`src/rtl/core/hsl_pkg.sv`:
```
package hsl_pkg;

	localparam int DEF_BUCKETS = 4096;
	localparam int DEF_MAX_LEN = 45;
	localparam int DEF_POOL    = 4096;

	localparam int          HASH_W     = 64;
	localparam logic [63:0] HASH_SEED  = 64'd5381;
	localparam int          HASH_SHIFT = 5;

	localparam int POS_W   = 6;
	localparam int CHAR_W  = 8;
	localparam int KIND_W  = 2;
	localparam int STAT_W  = 2;
	localparam int WORDS_W = 13;

	localparam logic [KIND_W-1:0] KIND_LOAD  = 2'd0;
	localparam logic [KIND_W-1:0] KIND_CHECK = 2'd1;
	localparam logic [KIND_W-1:0] KIND_CLEAR = 2'd2;

	localparam logic [STAT_W-1:0] ST_OK   = 2'd0;
	localparam logic [STAT_W-1:0] ST_LONG = 2'd1;
	localparam logic [STAT_W-1:0] ST_FULL = 2'd2;

	typedef enum logic [3:0] {
		S_CLR,
		S_IDLE,
		S_MOD,
		S_HEAD_RD,
		S_HEAD,
		S_NODE_RD,
		S_NODE,
		S_CHR_RD,
		S_CHR,
		S_DONE
	} state_t;

	typedef struct packed {
		logic head_we;
		logic node_we;
		logic char_we;
	} store_ctl_t;

	function automatic logic [CHAR_W-1:0] fold_char(input logic [CHAR_W-1:0] c);
		if (c >= 8'h41 && c <= 8'h5a) begin
			return c + 8'd32;
		end
		return c;
	endfunction

endpackage

```
`src/rtl/core/hsl_mod.sv`:
```
module hsl_mod
	import hsl_pkg::*;
#(
	parameter int BUCKETS = DEF_BUCKETS,
	parameter int BW      = 12
) (
	input  logic              clk,
	input  logic              arst_n,
	input  logic              start,
	input  logic [HASH_W-1:0] hash_in,
	output logic              done,
	output logic [BW-1:0]     bucket
);

	localparam bit IS_POW2 = (BUCKETS & (BUCKETS - 1)) == 0;

	if (IS_POW2) begin : g_mask
		logic          done_q;
		logic [BW-1:0] bucket_q;

		always_ff @(posedge clk or negedge arst_n) begin
			if (!arst_n) begin
				done_q <= 1'b0;
			end else begin
				done_q <= start;
			end
		end

		always_ff @(posedge clk) begin
			if (start) begin
				bucket_q <= BW'(hash_in & HASH_W'(BUCKETS - 1));
			end
		end

		assign done   = done_q;
		assign bucket = bucket_q;
	end else begin : g_iter
		// restoring remainder, four hash bits per cycle
		logic              busy_q;
		logic              done_q;
		logic [3:0]        cnt_q;
		logic [HASH_W-1:0] sh_q;
		logic [BW-1:0]     rem_q;
		logic [BW+3:0]     r0, r1, r2, r3, r4;

		assign r0 = {rem_q, sh_q[HASH_W-1 -: 4]};
		assign r1 = (r0 >= (BW+4)'(8 * BUCKETS)) ? r0 - (BW+4)'(8 * BUCKETS) : r0;
		assign r2 = (r1 >= (BW+4)'(4 * BUCKETS)) ? r1 - (BW+4)'(4 * BUCKETS) : r1;
		assign r3 = (r2 >= (BW+4)'(2 * BUCKETS)) ? r2 - (BW+4)'(2 * BUCKETS) : r2;
		assign r4 = (r3 >= (BW+4)'(BUCKETS)) ? r3 - (BW+4)'(BUCKETS) : r3;

		always_ff @(posedge clk or negedge arst_n) begin
			if (!arst_n) begin
				busy_q <= 1'b0;
				done_q <= 1'b0;
				cnt_q  <= '0;
			end else begin
				done_q <= 1'b0;
				if (start) begin
					busy_q <= 1'b1;
					cnt_q  <= '0;
				end else if (busy_q) begin
					cnt_q <= cnt_q + 4'd1;
					if (cnt_q == 4'(HASH_W / 4 - 1)) begin
						busy_q <= 1'b0;
						done_q <= 1'b1;
					end
				end
			end
		end

		always_ff @(posedge clk) begin
			if (start) begin
				sh_q  <= hash_in;
				rem_q <= '0;
			end else if (busy_q) begin
				sh_q  <= sh_q << 4;
				rem_q <= BW'(r4);
			end
		end

		assign done   = done_q;
		assign bucket = rem_q;
	end

endmodule

```
`config.mk`:
```
export PLATFORM = sky130hd
export DESIGN_NAME = hsl_mod
export DESIGN_NICKNAME = d
export VERILOG_FILES = /design/src/rtl/core/hsl_pkg.sv /design/src/rtl/core/hsl_mod.sv
export SDC_FILE = /design/constraint.sdc
export NUM_CORES = 1
export LEC_CHECK = 0
export ABC_AREA = 1
export BUFFER_PORTS_ARGS = -buffer_cell sky130_fd_sc_hd__clkbuf_2
export CAP_MARGIN = 15
export CORE_UTILIZATION = 24
export CTS_CLUSTER_DIAMETER = 50
export DETAILED_ROUTE_END_ITERATION = 16
export PLACE_DENSITY = 0.83
export SLEW_MARGIN = 15
export SYNTH_ARGS = -nofsm -noshare
export SYNTH_HDL_FRONTEND = slang
export SYNTH_SLANG_ARGS = --single-unit
```
`constraint.sdc`:
```
create_clock -name clk -period 1.63 [get_ports clk]
set_clock_uncertainty 0.15 [all_clocks]
set_input_delay 0.326 -clock clk [delete_from_list [all_inputs] [get_ports clk]]
set_output_delay 0.326 -clock clk [all_outputs]
set_load 0.02 [all_outputs]
```
## Yosys cells after proc, flatten, opt, wreduce, memory -nomap -nowiden

Index checks and enable logic that the tools add are counted.

- Flip-flop bits (word level): 13
- Input port bits: 67
- Word-level logic and storage cells: 2

## Depth between registers and ports, before layout

- Depth in word-level cells: 0
- Depth in mapped cells: 0
- Gate-level depth less buffers: 0

## Worst setup path after synthesis

No wires, ideal clock.

- Path kind: register -> output
- Start point: reg g_mask.bucket_q[0] (netlist: bucket[0])
- End point: out bucket[0]
- Data arrival time: 0.449 ns
- Required time: 1.154 ns
- Path slack: 0.705 ns
- Cell stages (with the launch flop): 1
- Cell sequence: edfxtp_1

RTL lines:

| element | line | source |
|---|---|---|
| from (decl) | hsl_mod.sv:19 | `logic [BW-1:0] bucket_q;` |
| from (signal assigned) | hsl_mod.sv:31 | `bucket_q <= BW'(hash_in & HASH_W'(BUCKETS - 1));` |
| to (decl) | hsl_mod.sv:12 | `output logic [BW-1:0] bucket` |

No word-level cell between the ends.

## Worst setup path after layout

- Start point: reg g_mask.bucket_q[10] (netlist: bucket[10])
- End point: out bucket[10]

No word-level cell between the ends.

==> impl_metrics.xml <==
<?xml version="1.0" encoding="UTF-8"?>
<metrics>
  <group name="run_status">
    <metric name="run_status" unit="">completed</metric>
  </group>
  <group name="logic_synthesis">
    <metric name="synth_area_leaders" unit="">edfxtp_1, dfrtp_1</metric>
    <metric name="ys_seq_area_share" unit="%">100</metric>
    <metric name="synth_cells" unit="">13</metric>
    <metric name="postSynth.asyncResetShare" unit="%">7.69</metric>
    <metric name="synth_cell_types" unit="">2</metric>
    <metric name="simple_gate_fraction_of_synth_area" unit="%">0</metric>
    <metric name="synthFlopType" unit="">edfxtp_1</metric>
    <metric name="synth_common_cells" unit="">edfxtp_1, dfrtp_1</metric>
    <metric name="ys_warn_count" unit="">0</metric>
    <metric name="synthesis.area" unit="um^2">385</metric>
    <metric name="synth_xor_area_share" unit="%">0</metric>
    <metric name="synth_compound_gate_area_share" unit="%">0</metric>
    <metric name="synthMostInstantiatedCell" unit="">edfxtp_1</metric>
    <metric name="synth_enable_flop_cells" unit="">12</metric>
    <metric name="post-synth-top-area-fraction" unit="%">93.5</metric>
    <metric name="syn_nets" unit="">80</metric>
    <metric name="synth_fa_ha_area_share" unit="%">0</metric>
    <metric name="synth_top_area_cell" unit="">edfxtp_1</metric>
    <metric name="synthesis.area_per_instance" unit="um^2">29.6</metric>
    <metric name="synth.mux.area_fraction" unit="%">0</metric>
    <metric name="synth_seq_cells" unit="">13</metric>
  </group>
  <group name="floorplan">
    <metric name="die-height" unit="um">42.1</metric>
    <metric name="floorplan_row_count" unit="">14</metric>
    <metric name="core" unit="um^2">1510</metric>
    <metric name="die_width" unit="um">42.1</metric>
    <metric name="initial_core_util" unit="%">25.6</metric>
    <metric name="io-pin-count" unit="">80</metric>
    <metric name="fp.dieArea" unit="um^2">1770</metric>
  </group>
  <group name="worst_setup_path">
    <metric name="cp_top_family" unit="">flip-flops</metric>
    <metric name="timing_worst_setup_path_type" unit="">register to output pin</metric>
    <metric name="cp_slowest_cell" unit="">edfxtp_1</metric>
    <metric name="worst-endpoint-required" unit="ps">1150</metric>
    <metric name="crit_path_buf_inv_count" unit="">1</metric>
    <metric name="critical_path.max_fanout" unit="">1</metric>
    <metric name="critical-path-max-stage-delay" unit="ps">370</metric>
    <metric name="worstSetupEndpointType" unit="">output pin</metric>
    <metric name="worstSetupStartpointType" unit="">register</metric>
    <metric name="path_cells" unit="">clkbuf_2</metric>
    <metric name="worst-endpoint-arrival" unit="ps">800</metric>
  </group>
  <group name="final_layout">
    <metric name="finalNetCount" unit="">113</metric>
    <metric name="drive_gt1_share" unit="%">66.7</metric>
    <metric name="num-fill-cells" unit="">153</metric>
    <metric name="diodes" unit="">0</metric>
    <metric name="synthToLayoutAreaGrowth" unit="%">49.7</metric>
    <metric name="multi_input_cells" unit="">0</metric>
    <metric name="area_of_all_placed_cells_without_fillers" unit="um^2">577</metric>
    <metric name="ff_latch_area" unit="um^2">385</metric>
    <metric name="multi_input_comb_area" unit="um^2">0</metric>
  </group>
  <group name="placement">
    <metric name="global_placement_routability_congestion" unit="">0.679</metric>
    <metric name="placed_area" unit="um^2">541</metric>
    <metric name="placement.setup.worst_slack" unit="ps">529</metric>
    <metric name="io_buffers" unit="">27</metric>
  </group>
  <group name="worst_hold_path">
    <metric name="timing.hold.worst_path_depth" unit="">1</metric>
    <metric name="timing.hold.worst.class" unit="">input port to register</metric>
    <metric name="holdCritStartpoint" unit="">hash_in[4]</metric>
    <metric name="hold_path_sink" unit="">bucket[4]</metric>
  </group>
  <group name="routing">
    <metric name="drc_errors" unit="">0</metric>
    <metric name="wl_per_cell" unit="um">11.0</metric>
    <metric name="route.vias.total" unit="">230</metric>
    <metric name="detail_route.wirelength" unit="um">671</metric>
    <metric name="post_drt_via_cell_ratio" unit="">3.77</metric>
    <metric name="drtAntennaViolNets" unit="">0</metric>
    <metric name="dr.pass1.iters" unit="">3</metric>
    <metric name="drtIter0Drc" unit="">8</metric>
  </group>
  <group name="clocking">
    <metric name="cts.root.buffer_cell" unit="">clkbuf_4</metric>
    <metric name="cts_htree_levels" unit="">1</metric>
    <metric name="post_cts_gate_resize_count" unit="">0</metric>
    <metric name="cts_tree" unit="">built</metric>
    <metric name="cts_hold_buf" unit="">1</metric>
    <metric name="clk_transition_reported_paths" unit="ps">80</metric>
    <metric name="post_cts_buffers" unit="">0</metric>
    <metric name="cts_buffer_depth" unit="">2</metric>
    <metric name="cts_made_buffers" unit="">3</metric>
    <metric name="clock-sinks" unit="">13</metric>
  </group>
  <group name="grt">
    <metric name="antenna_found_initial" unit="">0</metric>
    <metric name="vias_in_the_first_global_route" unit="">234</metric>
    <metric name="grt.total_usage" unit="%">8.55</metric>
    <metric name="grt_start_max_net_pins" unit="">14</metric>
    <metric name="grt_first_pass_wirelength" unit="um">1040</metric>
    <metric name="grt.overflow.total" unit="">0</metric>
  </group>
  <group name="power">
    <metric name="comb_power_share" unit="%">11.8</metric>
    <metric name="power" unit="mW">0.663</metric>
    <metric name="pwr-share-clk" unit="%">28.1</metric>
    <metric name="power_leakage" unit="nW">0.260</metric>
    <metric name="seqPwrFrac" unit="%">60.0</metric>
    <metric name="power.density_cell_area" unit="nW/um^2">1150</metric>
    <metric name="irDropWorstVdd" unit="V">0.000333</metric>
    <metric name="power_report.internal_total" unit="mW">0.516</metric>
    <metric name="netsw" unit="mW">0.148</metric>
    <metric name="power_switching_share" unit="%">22.3</metric>
  </group>
  <group name="sta">
    <metric name="highest_attainable_clock_frequency" unit="MHz">787</metric>
    <metric name="postLayoutSetupSlackWorst" unit="ps">359</metric>
    <metric name="maxSlewViolCount" unit="">0</metric>
    <metric name="hold_violations" unit="">0</metric>
    <metric name="timing.final.setup_violations" unit="">0</metric>
    <metric name="tightestPinTransition" unit="ps">299</metric>
    <metric name="rsz_0062_raised_after_global_routing" unit="">false</metric>
    <metric name="period_minus_slack" unit="ps">1270</metric>
    <metric name="worst_case_headroom_to_the_max_slew_limit" unit="%">80.0</metric>
    <metric name="final_min_period_over_clock_period" unit="%">78.0</metric>
    <metric name="aggregate_negative_setup_slack" unit="ps">0</metric>
  </group>
  <group name="run">
    <metric name="cap_viol_max_count" unit="">0</metric>
  </group>
</metrics>
## power by group through the flow
stage | Clock, mW | Combinational, mW | Sequential [mW]
after CTS | 0.197 | 0.0804 | 0.399
after global routing | 0.213 | 0.0842 | 0.401
after floorplan | 0 | 0 | 0.440
final | 0.187 | 0.0786 | 0.398
after global placement | 0 | 0.0763 | 0.405
after detailed placement | 0 | 0.0783 | 0.406
## per-stage QoR
stage                     hold WS, ps  instances  utilization, %
after CTS                        74.0         61            38.3
after floorplan                  -120         13               -
final                            82.4         61            38.3
after global placement          -50.0         56            35.9
after detailed placement        -47.8         56            35.9
after global routing             63.3         61            38.3
## cell type report
cell class              count  area share [%]
flip-flops and latches     13            66.8
repair buffers             28            25.2
well taps                  16            3.47
clock buffers               4            4.56
## placed cells by master (no fill, tap or decap), drive strengths merged
cell and instances:
clkbuf 31, edfxtp 12, dfrtp 1, dlygate4sd3 1
## worst max path at each step
| stage | depth (start not counted) | slack, ps | from | endpoint |
|---|---|---|---|---|
| final | 1 | 360 | bucket[10] | bucket[10] |
| after global routing | 1 | 300 | bucket[10] | bucket[10] |
| after CTS | 1 | 330 | bucket[10] | bucket[10] |
| after detailed placement | 1 | 530 | start | bucket[1] |
| after global placement | 1 | 550 | start | bucket[1] |
| after floorplan | 0 | 700 | bucket[0] | bucket[0] |
## sequential cells by signal, summed over array words and instances (netlist names)
| register | cells |
|---|---|
| bucket | 12 |
| done | 1 |
## routing by layer
layer / global-route usage [%] / up-vias / share of wire (%)
met2: 12.2 / 19 / 47
met3: 6.47 / 0 / 19
met5: 0 / - / 0
met4: 5.63 / 0 / 0
li1: - / 114 / -
met1: 8.68 / 97 / 34
## cell families (layout without fill, tap and decap cells)
kind of cell | count (synthesis) | after routing
buffers and inverters | 0 | 32
flip-flops | 13 | 13
No activity file was read; power rests on OpenSTA's default activity.
