<file path="src/rtl/core/hsl_pkg.sv">
package hsl_pkg;

	localparam int DEF_BUCKETS = 4096;
	localparam int DEF_MAX_LEN = 45;
	localparam int DEF_POOL    = 4096;

	localparam int          HASH_W     = 64;
	localparam logic [63:0] HASH_SEED  = 64'd5381;
	localparam int          HASH_SHIFT = 5;

	localparam int POS_W   = 6;
	localparam int CHAR_W  = 8;
	localparam int KIND_W  = 2;
	localparam int STAT_W  = 2;
	localparam int WORDS_W = 13;

	localparam logic [KIND_W-1:0] KIND_LOAD  = 2'd0;
	localparam logic [KIND_W-1:0] KIND_CHECK = 2'd1;
	localparam logic [KIND_W-1:0] KIND_CLEAR = 2'd2;

	localparam logic [STAT_W-1:0] ST_OK   = 2'd0;
	localparam logic [STAT_W-1:0] ST_LONG = 2'd1;
	localparam logic [STAT_W-1:0] ST_FULL = 2'd2;

	typedef enum logic [3:0] {
		S_CLR,
		S_IDLE,
		S_MOD,
		S_HEAD_RD,
		S_HEAD,
		S_NODE_RD,
		S_NODE,
		S_CHR_RD,
		S_CHR,
		S_DONE
	} state_t;

	typedef struct packed {
		logic head_we;
		logic node_we;
		logic char_we;
	} store_ctl_t;

	function automatic logic [CHAR_W-1:0] fold_char(input logic [CHAR_W-1:0] c);
		if (c >= 8'h41 && c <= 8'h5a) begin
			return c + 8'd32;
		end
		return c;
	endfunction

endpackage

</file>
<file path="src/rtl/core/hsl_word.sv">
module hsl_word
	import hsl_pkg::*;
#(
	parameter int MAX_LEN = DEF_MAX_LEN,
	parameter int IDX_W   = 6
) (
	input  logic              clk,
	input  logic              arst_n,
	input  logic              push,
	input  logic              clear,
	input  logic [CHAR_W-1:0] char_code,
	output logic [HASH_W-1:0] hash_nx,
	output logic [POS_W-1:0]  pos,
	output logic              overlong,
	input  logic [IDX_W-1:0]  wbuf_raddr,
	output logic [CHAR_W-1:0] wbuf_rdata
);

	logic [HASH_W-1:0] hash_q;
	logic [POS_W-1:0]  pos_q;
	logic              long_q;
	logic              room;
	logic [CHAR_W-1:0] wbuf [MAX_LEN];

	assign room    = pos_q < POS_W'(MAX_LEN);
	assign hash_nx = (hash_q << HASH_SHIFT) + hash_q + HASH_W'(fold_char(char_code));
	assign pos      = pos_q;
	assign overlong = long_q;

	always_ff @(posedge clk or negedge arst_n) begin
		if (!arst_n) begin
			hash_q <= HASH_SEED;
			pos_q  <= '0;
			long_q <= 1'b0;
		end else if (clear) begin
			hash_q <= HASH_SEED;
			pos_q  <= '0;
			long_q <= 1'b0;
		end else if (push) begin
			hash_q <= hash_nx;
			if (room) begin
				pos_q <= pos_q + POS_W'(1);
			end else begin
				long_q <= 1'b1;
			end
		end
	end

	always_ff @(posedge clk) begin
		if (push && room) begin
			wbuf[pos_q[IDX_W-1:0]] <= char_code;
		end
		wbuf_rdata <= wbuf[wbuf_raddr];
	end

endmodule

</file>
<file path="config.mk">
export PLATFORM = sky130hd
export DESIGN_NAME = hsl_word
export DESIGN_NICKNAME = d
export VERILOG_FILES = /design/src/rtl/core/hsl_pkg.sv /design/src/rtl/core/hsl_word.sv
export SDC_FILE = /design/constraint.sdc
export NUM_CORES = 1
export LEC_CHECK = 0
export ABC_CLOCK_PERIOD_IN_PS = 4900
export BUFFER_PORTS_ARGS = -buffer_cell sky130_fd_sc_hd__buf_2
export CORE_MARGIN = 1
export CORE_UTILIZATION = 61
export CTS_BUF_LIST = sky130_fd_sc_hd__clkbuf_8
export DETAILED_ROUTE_END_ITERATION = 16
export PLACE_DENSITY_LB_ADDON = 0.05
export SYNTH_ARGS = -nofsm -noshare
export SYNTH_HDL_FRONTEND = slang
export SYNTH_SLANG_ARGS = --single-unit
</file>
<file path="constraint.sdc">
create_clock -name clk -period 4.9 [get_ports clk]
set_input_delay 0.49 -clock clk [delete_from_list [all_inputs] [get_ports clk]]
set_output_delay 0.49 -clock clk [all_outputs]
set_load 0.03 [all_outputs]
</file>
* Word level (Yosys, flattened, before mapping)
Memory sizes are Yosys's and may differ from the RTL's. A register that Yosys moved wholly into a read port is not among the register bits.
Index checks and enable logic that the tools add are counted.
** Word-level totals
- Register bits :: 71
- Memory bits (writable) :: 360
- Bits of input ports :: 18
- Output and inout bits :: 79
- Logic and storage cells :: 31
- Memories :: 1
** Cells by class
- Add/sub/neg operators :: 4
- Order comparisons :: 3
- Equal/unequal tests :: 1
- Mux-type cells :: 13
- Reduce and logical (&&, ||, !) cells :: 6
** Memories
- wbuf :: depth 45, width 8, read ports 1, clocked after memory_dff 1, wr ports 1, RTL line hsl_word.sv:23 : logic [CHAR_W-1:0] wbuf [MAX_LEN];
** Operators with widths (count)
- 64-bit 2-to-1 mux :: 2
- 64-bit adder :: 1
- 64-bit by 8-bit adder with 64-bit output :: 1
- 6-bit 2-to-1 mux :: 3
- 8-bit 2-to-1 mux :: 2
- 8-bit by 6-bit adder with 8-bit output, second input constant :: 1
- 8-bit by 7-bit greater-or-equal comparator with 1-bit output, second input constant :: 1
- 8-bit by 7-bit less-or-equal comparator with 1-bit output, second input constant :: 1
- 6-bit by 1-bit adder with 6-bit output, second input constant :: 1
- 6-bit less-than comparator, second input constant :: 1
- 1-bit 2-to-1 mux :: 6
- 2-bit AND reduction :: 2
- 2-bit nonzero test :: 2
- 1-bit logical AND :: 2
- 2-bit != test, second input constant :: 1

* Logic depth before layout (Yosys ltp)
Gate-level depths: netlist of run 1.
- Depth in word-level cells :: 7
- Mapped depth :: 16
- Depth with buffers taken out :: 16

* Least setup slack after synthesis of run 1
Ideal clock, no wire load.
- Kind :: input to output
- Start point :: in char_code[2]
- End point :: out hash_nx[63]
- Arrival time :: 4287 ps
- Data required time :: 4410 ps
- Setup slack :: 123 ps
- Cell stages on the path :: 16
- Path buffers :: 1
- Cell sequence :: or4_1 o22ai_1 nor4b_1 a21o_1 fa_1 ha_1 clkbuf_1 a21o_1 nand3_1 o21ai_0 a21o_1 or3_4 a31o_1 a41o_1 xor2_1 xnor2_1
** Between the ends
- Cells in the longest elaborated chain, start to end :: 5
** RTL lines
- start: declaration :: RTL line hsl_word.sv:11 : input logic [CHAR_W-1:0] char_code,
- 8-bit by 7-bit greater-or-equal comparator with 1-bit output / 8-bit by 7-bit less-or-equal comparator with 1-bit output (equally long branches) :: RTL line hsl_pkg.sv:45 : if (c >= 8'h41 && c <= 8'h5a) begin
- 1-bit logical AND :: RTL line hsl_pkg.sv:45
- 1-bit 2-to-1 mux :: RTL line hsl_pkg.sv:45
- 8-bit 2-to-1 mux * :: RTL line hsl_pkg.sv:48 : return c;
- 64-bit by 8-bit adder with 64-bit output * :: RTL line hsl_word.sv:26 : assign hash_nx = (hash_q << HASH_SHIFT) + hash_q + HASH_W'(fold_char(char_code));
- end: declaration :: RTL line hsl_word.sv:12 : output logic [HASH_W-1:0] hash_nx,
Every way passes the cells marked *; elsewhere a longest branch is shown, timed or not. The select of a mux whose other input is x is not followed.

* Final worst setup path of run 1
Same ends and word-level chain as after synthesis.

==> results of run 1 <==
[power by group through the flow]
stage / combinational [mW] / clock [mW] / sequential, mW
after floorplan: 2.29 / 0 / 4.33
after global placement: 3.18 / 0 / 4.36
after detailed placement: 3.18 / 0 / 4.36
after CTS: 3.22 / 3.08 / 4.29
after global routing: 3.55 / 3.25 / 4.30
final: 3.29 / 3.03 / 4.29
[area by class of cell]
cell class / instances / area (µm²)
clock buffers: 77 / 1060
clock inverters: 54 / 298
fillers: 2518 / 10700
inverters: 23 / 86.3
multi-input cells: 1018 / 9030
flip-flops and latches: 439 / 12800
well taps: 461 / 577
repair buffers: 166 / 1060
[logic make-up after synthesis]
| logic type | Yosys count | synth area share |
|---|---|---|
| AO/OA/AOI/OAI | 288 | 0.0890 |
| adder cells (fa/ha/maj) | 129 | 0.0745 |
| buffers and inverters | 101 | 0.0187 |
| XOR/XNOR | 66 | 0.0262 |
| AND/OR/NAND/NOR | 382 | 0.0810 |
| multiplexers | 153 | 0.133 |
| flip-flops | 439 | 0.578 |
[worst reg2reg max path: cells and delay by family, from the launching register on]
kind	cells	cell delay (ns)
buffers and inverters	2	0.26
and+or+nand+nor	4	0.97
DFF	1	0.42
adders and majority gates	2	0.82
xor gates and xnor gates	1	0.14
AOI/OAI and AO/OA	4	1.21
[metrics by stage]
stage	utilization	instance area [µm²]	TNS (ns)
final	0.699	24900	-0.00741
after global routing	0.699	24900	-1.01
after CTS	0.695	24700	-0.0682
after detailed placement	0.655	23300	-1.65
after global placement	0.655	23300	-0.298
after floorplan	-	22100	0
[metal layers]
metal,vias to the layer above,global-route usage
met5,-,0
met2,497,0.470
met1,7015,0.417
met4,2,0.0948
li1,6434,-
met3,78,0.0616
[placed cells by master (no fill, tap or decap), types with 6 or more instances in the layout]
cell type / n
sky130_fd_sc_hd__a211o_1: 8
sky130_fd_sc_hd__nor2_1: 151
sky130_fd_sc_hd__ha_1: 121
sky130_fd_sc_hd__or3_1: 11
sky130_fd_sc_hd__o21a_1: 9
sky130_fd_sc_hd__a21o_1: 31
sky130_fd_sc_hd__a21oi_1: 80
sky130_fd_sc_hd__o21ai_0: 48
sky130_fd_sc_hd__and4_1: 7
sky130_fd_sc_hd__buf_2: 80
sky130_fd_sc_hd__a22o_1: 7
sky130_fd_sc_hd__clkinv_1: 18
sky130_fd_sc_hd__o211ai_1: 13
sky130_fd_sc_hd__a31oi_1: 7
sky130_fd_sc_hd__buf_4: 79
sky130_fd_sc_hd__nand2_1: 94
sky130_fd_sc_hd__inv_1: 43
sky130_fd_sc_hd__mux2i_1: 41
sky130_fd_sc_hd__edfxtp_1: 360
sky130_fd_sc_hd__nand3_1: 29
sky130_fd_sc_hd__xnor2_1: 39
sky130_fd_sc_hd__nor4_1: 6
sky130_fd_sc_hd__and3_1: 7
sky130_fd_sc_hd__clkbuf_8: 77
sky130_fd_sc_hd__xor2_1: 24
sky130_fd_sc_hd__nor3_1: 22
sky130_fd_sc_hd__dfxtp_1: 8
sky130_fd_sc_hd__nor2b_1: 9
sky130_fd_sc_hd__mux4_2: 112
sky130_fd_sc_hd__o21bai_1: 19
sky130_fd_sc_hd__clkinv_2: 6
sky130_fd_sc_hd__nand4_1: 19
sky130_fd_sc_hd__dfrtp_1: 66
sky130_fd_sc_hd__a211oi_1: 8
[timing repair]
action,CTS,global route
gates resized for setup,16,25
buffers inserted,1,6
pin swaps,16,20
setup endpoints to repair,26,23
cloned,0,0
[sequential cells by signal (all words and copies together) (netlist names)]
signal,count
pos,6
overlong,1
wbuf_rdata,8
hash_q,64
wbuf,360
[final timing paths]
kind,start,endpoint,cells past startpoint
max,char_code[2],hash_nx[63],18
max reg2reg,hash_q[36],hash_q[60],13
min,arst_n,hash_q[55],1
min in group clk,char_code[7],wbuf[12][7],1
min reg2reg,hash_q[59],hash_q[59],1
max in group asynchronous,arst_n,hash_q[1],1
==> report_table.html, run 1 <==
<table>
<tr><th>Metric</th><th>Value</th></tr>
<tr><th colspan="2">Power and ir drop</th></tr>
<tr><td>Proportion of power drawn by combinational gates</td><td>0.310</td></tr>
<tr><td>Switching power total</td><td>3.73 mW</td></tr>
<tr><td>Share of power burned in the clock network</td><td>0.286</td></tr>
<tr><td>Power Dens Cells</td><td>426 nW/µm²</td></tr>
<tr><td>Maximum VDD drop</td><td>544 µV</td></tr>
<tr><td>Cell-internal power</td><td>around 6.9 mW</td></tr>
<tr><td>Leakage power of the design</td><td>approximately 10 nW</td></tr>
<tr><td>Power, Total</td><td>10.6 mW</td></tr>
<tr><td>Switching part of the total</td><td>0.352</td></tr>
<tr><td>Sequential cell fraction of total power</td><td>0.404</td></tr>
<tr><th colspan="2">Critical path</th></tr>
<tr><td>Crit path cell chain</td><td>buf_6 &gt; or4_4 &gt; o22ai_4 &gt; buf_4 &gt; o41a_1 &gt; fa_1 &gt; ha_2 &gt; nor3_1 &gt; o21a_1 &gt; buf_4 &gt; o21ai_2 &gt; a21o_1 &gt; or3_4 &gt; a31o_1 &gt; a41o_1 &gt; xor2_1 &gt; xnor2_1 &gt; buf_4</td></tr>
<tr><td>Buffers plus inverters on the worst setup path</td><td>4</td></tr>
<tr><td>Critical Path RT</td><td>approximately 4.4 ns</td></tr>
<tr><td>Sort of element at the end of the critical path</td><td>output pin</td></tr>
<tr><td>Crit-path most repeated cell</td><td>sky130_fd_sc_hd__buf_4</td></tr>
<tr><td>Slowest stage cell on the critical path</td><td>sky130_fd_sc_hd__or4_4</td></tr>
<tr><td>Maximum single-stage delay on the critical path</td><td>0.54 ns</td></tr>
<tr><td>Cell family contributing the most delay on the critical path</td><td>compound AO/OA/AOI/OAI gates</td></tr>
<tr><td>Critical Path Fanout Max</td><td>3</td></tr>
<tr><td>Register-to-register setup slack</td><td>approximately 0.93 ns</td></tr>
<tr><td>Arrival time at the worst endpoint</td><td>~4.4 ns</td></tr>
<tr><td>Setup CP Type</td><td>primary input to output pin</td></tr>
<tr><td>Element type at the critical path start</td><td>primary input</td></tr>
<tr><th colspan="2">Synthesis</th></tr>
<tr><td>Commonest cells in the synthesized netlist</td><td>360 x sky130_fd_sc_hd__edfxtp_1, 151 x sky130_fd_sc_hd__nor2_1, 125 x sky130_fd_sc_hd__ha_1, 112 x sky130_fd_sc_hd__mux4_2, 94 x sky130_fd_sc_hd__nand2_1</td></tr>
<tr><td>Post-Synthesis Cell Area</td><td>approximately 22000 µm²</td></tr>
<tr><td>Most instantiated flip-flop cell in the synthesis netlist</td><td>sky130_fd_sc_hd__edfxtp_1</td></tr>
<tr><td>Synth area leaders</td><td>sky130_fd_sc_hd__edfxtp_1 49%, sky130_fd_sc_hd__mux4_2 11%, sky130_fd_sc_hd__dfrtp_1 7.5%, sky130_fd_sc_hd__ha_1 7.1%, sky130_fd_sc_hd__nor2_1 2.6%</td></tr>
<tr><td>Syn. warnings</td><td>0</td></tr>
<tr><td>Async set-or-reset flop fraction in the synthesized netlist</td><td>0.162</td></tr>
<tr><td>Gate count of the mapped netlist</td><td>around 1.6k</td></tr>
<tr><td>Synthesized flop and latch total</td><td>between 400 and 500</td></tr>
<tr><td>Sequential element share of the synthesized area</td><td>0.578</td></tr>
<tr><td>Number of flops mapped to enable cells by yosys</td><td>360</td></tr>
<tr><td>Library cell with the largest summed area after synthesis</td><td>sky130_fd_sc_hd__edfxtp_1</td></tr>
<tr><td>Post-synthesis average cell area</td><td>roughly 14 µm²</td></tr>
<tr><td>Syn Nets</td><td>1705</td></tr>
<tr><td>Synth unique cells</td><td>84</td></tr>
<tr><td>Top cell type's share of synthesized area</td><td>0.490</td></tr>
<tr><td>Library cell with the highest instance count after synthesis</td><td>sky130_fd_sc_hd__edfxtp_1</td></tr>
<tr><th colspan="2">Routing</th></tr>
<tr><td>Wire length on met1</td><td>about 23 mm</td></tr>
<tr><td>Drc violations</td><td>0</td></tr>
<tr><td>Highest routed layer</td><td>met5</td></tr>
<tr><td>Detailed route wirelength on metal3</td><td>approximately 3.8 mm</td></tr>
<tr><td>Average via count per standard cell</td><td>around 6.3</td></tr>
<tr><td>Total number of vias</td><td>14.0k</td></tr>
<tr><td>Final wirelength</td><td>around 53 mm</td></tr>
<tr><td>Post-DRT Antenna Nets</td><td>0</td></tr>
<tr><td>DRT Pass-1 Iters</td><td>5</td></tr>
<tr><td>Violation count after the first detailed-routing iteration</td><td>around 1.2k</td></tr>
<tr><td>Met2 layer wire length in the routed design</td><td>~26 mm</td></tr>
<tr><td>Routed wire per std cell</td><td>23.9 µm</td></tr>
<tr><th colspan="2">Global routing</th></tr>
<tr><td>Initial antenna violation count</td><td>1</td></tr>
<tr><td>Number of global-route vias before repair</td><td>13.9k</td></tr>
<tr><td>Remaining global-route overflow</td><td>0</td></tr>
<tr><td>Pin count of the biggest net entering global routing</td><td>80</td></tr>
<tr><td>GRT Total Usage</td><td>0.298</td></tr>
<tr><td>Wire length of the first global-routing pass</td><td>about 81 mm</td></tr>
<tr><th colspan="2">STA</th></tr>
<tr><td>Minimum hold slack</td><td>roughly 0.023 ns</td></tr>
<tr><td>Clock Skews</td><td>0.0268 ns</td></tr>
<tr><td>Final setup slack of the worst path</td><td>-0.00629 ns</td></tr>
<tr><td>Final worst path period share</td><td>1.00</td></tr>
<tr><td>Final worst path period need</td><td>around 4.9 ns</td></tr>
<tr><td>Setup violation total in the final timing report</td><td>2</td></tr>
<tr><td>Final number of max-transition violations</td><td>0</td></tr>
<tr><td>Relative slew slack</td><td>0.227</td></tr>
<tr><td>Peak clock frequency supported by timing</td><td>~0.2 GHz</td></tr>
<tr><td>Setup repair after global routing missed its margin</td><td>true</td></tr>
<tr><td>Worst Tran Pin Value</td><td>1.16 ns</td></tr>
<tr><td>Final count of hold timing violations</td><td>0</td></tr>
<tr><th colspan="2">Floorplan</th></tr>
<tr><td>Placeable core region</td><td>about 36000 µm²</td></tr>
<tr><td>Starting density of the core</td><td>0.621</td></tr>
<tr><td>Row count</td><td>69</td></tr>
<tr><td>I/O pin total</td><td>between 90 and 100</td></tr>
<tr><td>Height of the die</td><td>a little under 200 µm</td></tr>
<tr><td>Area enclosed by the die boundary</td><td>between 30000 and 40000 µm²</td></tr>
<tr><td>Die Span X</td><td>approximately 190 µm</td></tr>
<tr><th colspan="2">Clock tree</th></tr>
<tr><td>Skew-Pair Late Insertion Delay</td><td>about 0.63 ns</td></tr>
<tr><td>Number of hold buffers added after CTS</td><td>0</td></tr>
<tr><td># H-tree levels</td><td>3</td></tr>
<tr><td>Clock sink total</td><td>439</td></tr>
<tr><td>CTS root buf</td><td>sky130_fd_sc_hd__clkbuf_8</td></tr>
<tr><td>Clock-pin slew on the worst setup and hold paths</td><td>0.06 ns</td></tr>
<tr><td>Total CTS buffers</td><td>72</td></tr>
<tr><td>Worst-case clock buffer depth</td><td>3</td></tr>
<tr><td>Clock tree from TritonCTS</td><td>done</td></tr>
<tr><th colspan="2">Run</th></tr>
<tr><td>Maximum Capacitance Violations</td><td>0</td></tr>
<tr><th colspan="2">Placed design</th></tr>
<tr><td>Number of cells after detailed placement</td><td>2100</td></tr>
<tr><td>Worst setup timing slack at the placement stage</td><td>-0.280 ns</td></tr>
<tr><td>Estimated wirelength of the detail-placed design</td><td>36.6 mm</td></tr>
<tr><td>Port buffer count</td><td>96</td></tr>
<tr><td>Routability congestion estimate from global placement</td><td>around 0.95</td></tr>
<tr><th colspan="2">Final layout</th></tr>
<tr><td>Share of final-layout standard cells stronger than drive strength 1</td><td>0.232</td></tr>
<tr><td>Ant diodes</td><td>0</td></tr>
<tr><td>Area added between synthesis and finish</td><td>12.7%</td></tr>
<tr><td>Number of nets at the end of the flow</td><td>1867</td></tr>
<tr><td>Number of standard cells in the final layout excluding fillers</td><td>between 2k and 2.5k</td></tr>
<tr><th colspan="2">Hold path</th></tr>
<tr><td>Worst Hold Class</td><td>primary input to async pin</td></tr>
<tr><th colspan="2">Run status</th></tr>
<tr><td>Outcome</td><td>finished with violations</td></tr>
<tr><td>Violated checks</td><td>negative setup slack</td></tr>
</table>
Power figures use the tool's default switching activity.
==> inputs of run 2 (changes only) <==
- ABC_CLOCK_PERIOD_IN_PS: 4900 -> 6120
- CORE_ASPECT_RATIO: unset -> 1.75
- clock period: 4.9 -> 6.12 ns (I/O delays scaled with it)
==> report_table.html, run 2 (same netlist as run 1, synthesis figures left out) <==
<table>
<tr><th>Metric</th><th>Value</th></tr>
<tr><th colspan="2">Global routing</th></tr>
<tr><td>Number of global-route vias before repair</td><td>about 15k</td></tr>
<tr><td>Wire length of the first global-routing pass</td><td>86.8 mm</td></tr>
<tr><td>Remaining global-route overflow</td><td>0</td></tr>
<tr><td>GR Layer Usage met2</td><td>0.623</td></tr>
<tr><td>Pin count of the biggest net entering global routing</td><td>~70</td></tr>
<tr><td>Routing layer with the top usage in global route</td><td>met2</td></tr>
<tr><td>Met3 GRT Util</td><td>0.0438</td></tr>
<tr><td>Initial antenna violation count</td><td>1</td></tr>
<tr><td>Met1 track utilization from global routing</td><td>0.322</td></tr>
<tr><td>GRT Total Usage</td><td>0.323</td></tr>
<tr><th colspan="2">STA</th></tr>
<tr><td>Relative slew slack</td><td>0.226</td></tr>
<tr><td>Setup violation total in the final timing report</td><td>0</td></tr>
<tr><td>Final number of max-transition violations</td><td>0</td></tr>
<tr><td>Final TNS setup</td><td>0 ns</td></tr>
<tr><td>Final worst path period need</td><td>approximately 5.7 ns</td></tr>
<tr><td>Peak clock frequency supported by timing</td><td>0.177 GHz</td></tr>
<tr><td>Setup repair after global routing missed its margin</td><td>false</td></tr>
<tr><td>Final count of hold timing violations</td><td>0</td></tr>
<tr><td>Clock Skews</td><td>~0.020 ns</td></tr>
<tr><td>Final worst path period share</td><td>0.924</td></tr>
<tr><td>Final setup slack of the worst path</td><td>approximately 0.46 ns</td></tr>
<tr><td>Worst Tran Pin Value</td><td>1.16 ns</td></tr>
<tr><th colspan="2">Routing</th></tr>
<tr><td>DRT Pass-1 Iters</td><td>7</td></tr>
<tr><td>Final wirelength</td><td>between 50 and 60 mm</td></tr>
<tr><td>Total number of vias</td><td>around 14k</td></tr>
<tr><td>Post-DRT Antenna Nets</td><td>0</td></tr>
<tr><td>Drc violations</td><td>0</td></tr>
<tr><td>Violation count after the first detailed-routing iteration</td><td>about 970</td></tr>
<tr><td>Average via count per standard cell</td><td>6.42</td></tr>
<tr><td>Routed wire per std cell</td><td>26.8 µm</td></tr>
<tr><th colspan="2">Clock tree</th></tr>
<tr><td>Clock sink total</td><td>between 400 and 500</td></tr>
<tr><td>Skew-Pair Late Insertion Delay</td><td>0.63 ns</td></tr>
<tr><td>CTS root buf</td><td>sky130_fd_sc_hd__clkbuf_8</td></tr>
<tr><td>Clock tree from TritonCTS</td><td>done</td></tr>
<tr><td>Buffers inserted during post-CTS setup optimization</td><td>0</td></tr>
<tr><td>Total CTS buffers</td><td>between 50 and 60</td></tr>
<tr><td>Number of hold buffers added after CTS</td><td>0</td></tr>
<tr><td>Clock-pin slew on the worst setup and hold paths</td><td>around 0.07 ns</td></tr>
<tr><td>Post-cts repair resize count</td><td>0</td></tr>
<tr><td># H-tree levels</td><td>2</td></tr>
<tr><td>Worst-case clock buffer depth</td><td>3</td></tr>
<tr><th colspan="2">Critical path</th></tr>
<tr><td>Slowest stage cell on the critical path</td><td>sky130_fd_sc_hd__fa_1</td></tr>
<tr><td>Element type at the critical path start</td><td>primary input</td></tr>
<tr><td>Critical Path Fanout Max</td><td>47</td></tr>
<tr><td>Arrival time at the worst endpoint</td><td>between 5 and 6 ns</td></tr>
<tr><td>Critical Path RT</td><td>5.51 ns</td></tr>
<tr><td>Setup CP Type</td><td>primary input to output pin</td></tr>
<tr><td>Maximum single-stage delay on the critical path</td><td>~0.51 ns</td></tr>
<tr><td>Sort of element at the end of the critical path</td><td>output pin</td></tr>
<tr><td>Crit path cell chain</td><td>buf_2 &gt; buf_4 &gt; nand2_1 &gt; o22ai_1 &gt; nor4b_1 &gt; nor2_1 &gt; fa_1 &gt; inv_1 &gt; ha_1 &gt; o211ai_1 &gt; nand3b_1 &gt; and4b_1 &gt; o21ai_0 &gt; o211a_1 &gt; o31ai_1 &gt; o211ai_1 &gt; nand2_1 &gt; xor2_1 &gt; buf_2</td></tr>
<tr><th colspan="2">Final layout</th></tr>
<tr><td>Number of flip-flops under the largest register name</td><td>360</td></tr>
<tr><td>Leading cell type in the layout, fill and taps excluded</td><td>sky130_fd_sc_hd__edfxtp_1</td></tr>
<tr><td>Area added between synthesis and finish</td><td>9.47%</td></tr>
<tr><td>Number of nets at the end of the flow</td><td>1802</td></tr>
<tr><td>Share of the core filled with cells in the final layout</td><td>0.682</td></tr>
<tr><td>Most frequent cells in the layout</td><td>360 x sky130_fd_sc_hd__edfxtp_1, 151 x sky130_fd_sc_hd__nor2_1, 125 x sky130_fd_sc_hd__ha_1</td></tr>
<tr><td>Share of final-layout standard cells stronger than drive strength 1</td><td>0.201</td></tr>
<tr><th colspan="2">Power and ir drop</th></tr>
<tr><td>Power Dens Cells</td><td>between 300 and 400 nW/µm²</td></tr>
<tr><td>Leakage power of the design</td><td>~9.4 nW</td></tr>
<tr><td>Maximum VDD drop</td><td>552 µV</td></tr>
<tr><th colspan="2">Floorplan</th></tr>
<tr><td>Height of the die</td><td>around 250 µm</td></tr>
<tr><td>Area enclosed by the die boundary</td><td>~37000 µm²</td></tr>
<tr><td>Row count</td><td>91</td></tr>
<tr><td>Die Span X</td><td>146 µm</td></tr>
<tr><td>I/O pin total</td><td>a little under 100</td></tr>
<tr><td>Starting density of the core</td><td>0.623</td></tr>
<tr><td>Placeable core region</td><td>roughly 35000 µm²</td></tr>
<tr><th colspan="2">Run</th></tr>
<tr><td>Maximum Capacitance Violations</td><td>0</td></tr>
<tr><th colspan="2">Placed design</th></tr>
<tr><td>Worst setup timing slack at the placement stage</td><td>between 0.5 and 0.6 ns</td></tr>
<tr><td>Routability congestion estimate from global placement</td><td>around 0.94</td></tr>
<tr><td>Estimated wirelength of the detail-placed design</td><td>around 42 mm</td></tr>
<tr><td>Port buffer count</td><td>96</td></tr>
<tr><th colspan="2">Run status</th></tr>
<tr><td>Outcome</td><td>finished clean</td></tr>
<tr><th colspan="2">Hold path</th></tr>
<tr><td>Worst Hold Class</td><td>primary input to async pin</td></tr>
</table>
run 2: power breakdown:
part / leakage [nW] / internal [mW] / switching [mW]
registers: 4.27 / 3.33 / 0.100
logic: 4.46 / 0.815 / 1.74
clock network: 0.664 / 1.13 / 1.08
run 2: final timing paths:
path / start / to / slack (ns) / cells past startpoint
worst max-delay path: char_code[3] / hash_nx[62] / 0.46 / 19
worst min-delay path: arst_n / hash_q[41] / 0.12 / 1
worst max register to register: hash_q[0] / hash_q[45] / 2.14 / 12
worst min register to register: overlong / overlong / 0.50 / 2
max in group asynchronous: arst_n / hash_q[5] / 5.31 / 1
min in group clk: char_code[0] / wbuf[15][0] / 0.30 / 1
run 2: stage by stage:
| step | std cells | power [mW] | hold WS, ns | cell area (µm²) |
|---|---|---|---|---|
| after floorplan | 1558 | 5.29 | 0.316 | 22100 |
| after global placement | 2059 | 6.02 | 0.478 | 23000 |
| after detailed placement | 2059 | 6.03 | 0.485 | 23000 |
| after CTS | 2168 | 8.24 | 0.139 | 24200 |
| after global routing | 2169 | 8.55 | 0.171 | 24200 |
| final | 2169 | 8.20 | 0.117 | 24200 |
run 2: final cells by class:
cell class | count | area (µm²)
flip-flops and latches | 439 | 12800
multi-input cells | 1018 | 8910
fillers | 2466 | 11200
clock inverters | 43 | 293
diodes | 1 | 2.50
clock buffers | 66 | 908
well taps | 465 | 582
inverters | 23 | 86.3
repair buffers | 114 | 629
run 2: worst max-delay path, delay by kind of cell:
family	cells	cell delay (ns)
AOI/OAI and AO/OA	6	1.59
xor gates and xnor gates	1	0.19
adders and majority gates	2	0.85
buffers and inverters	4	0.64
and+or+nand+nor	6	1.12
run 2: per-layer routing:
layer | routed length (µm) | up-vias
met4 | 3940 | 0
met3 | 2690 | 172
li1 | - | 6315
met5 | 0 | -
met2 | 32600 | 541
met1 | 18900 | 6904
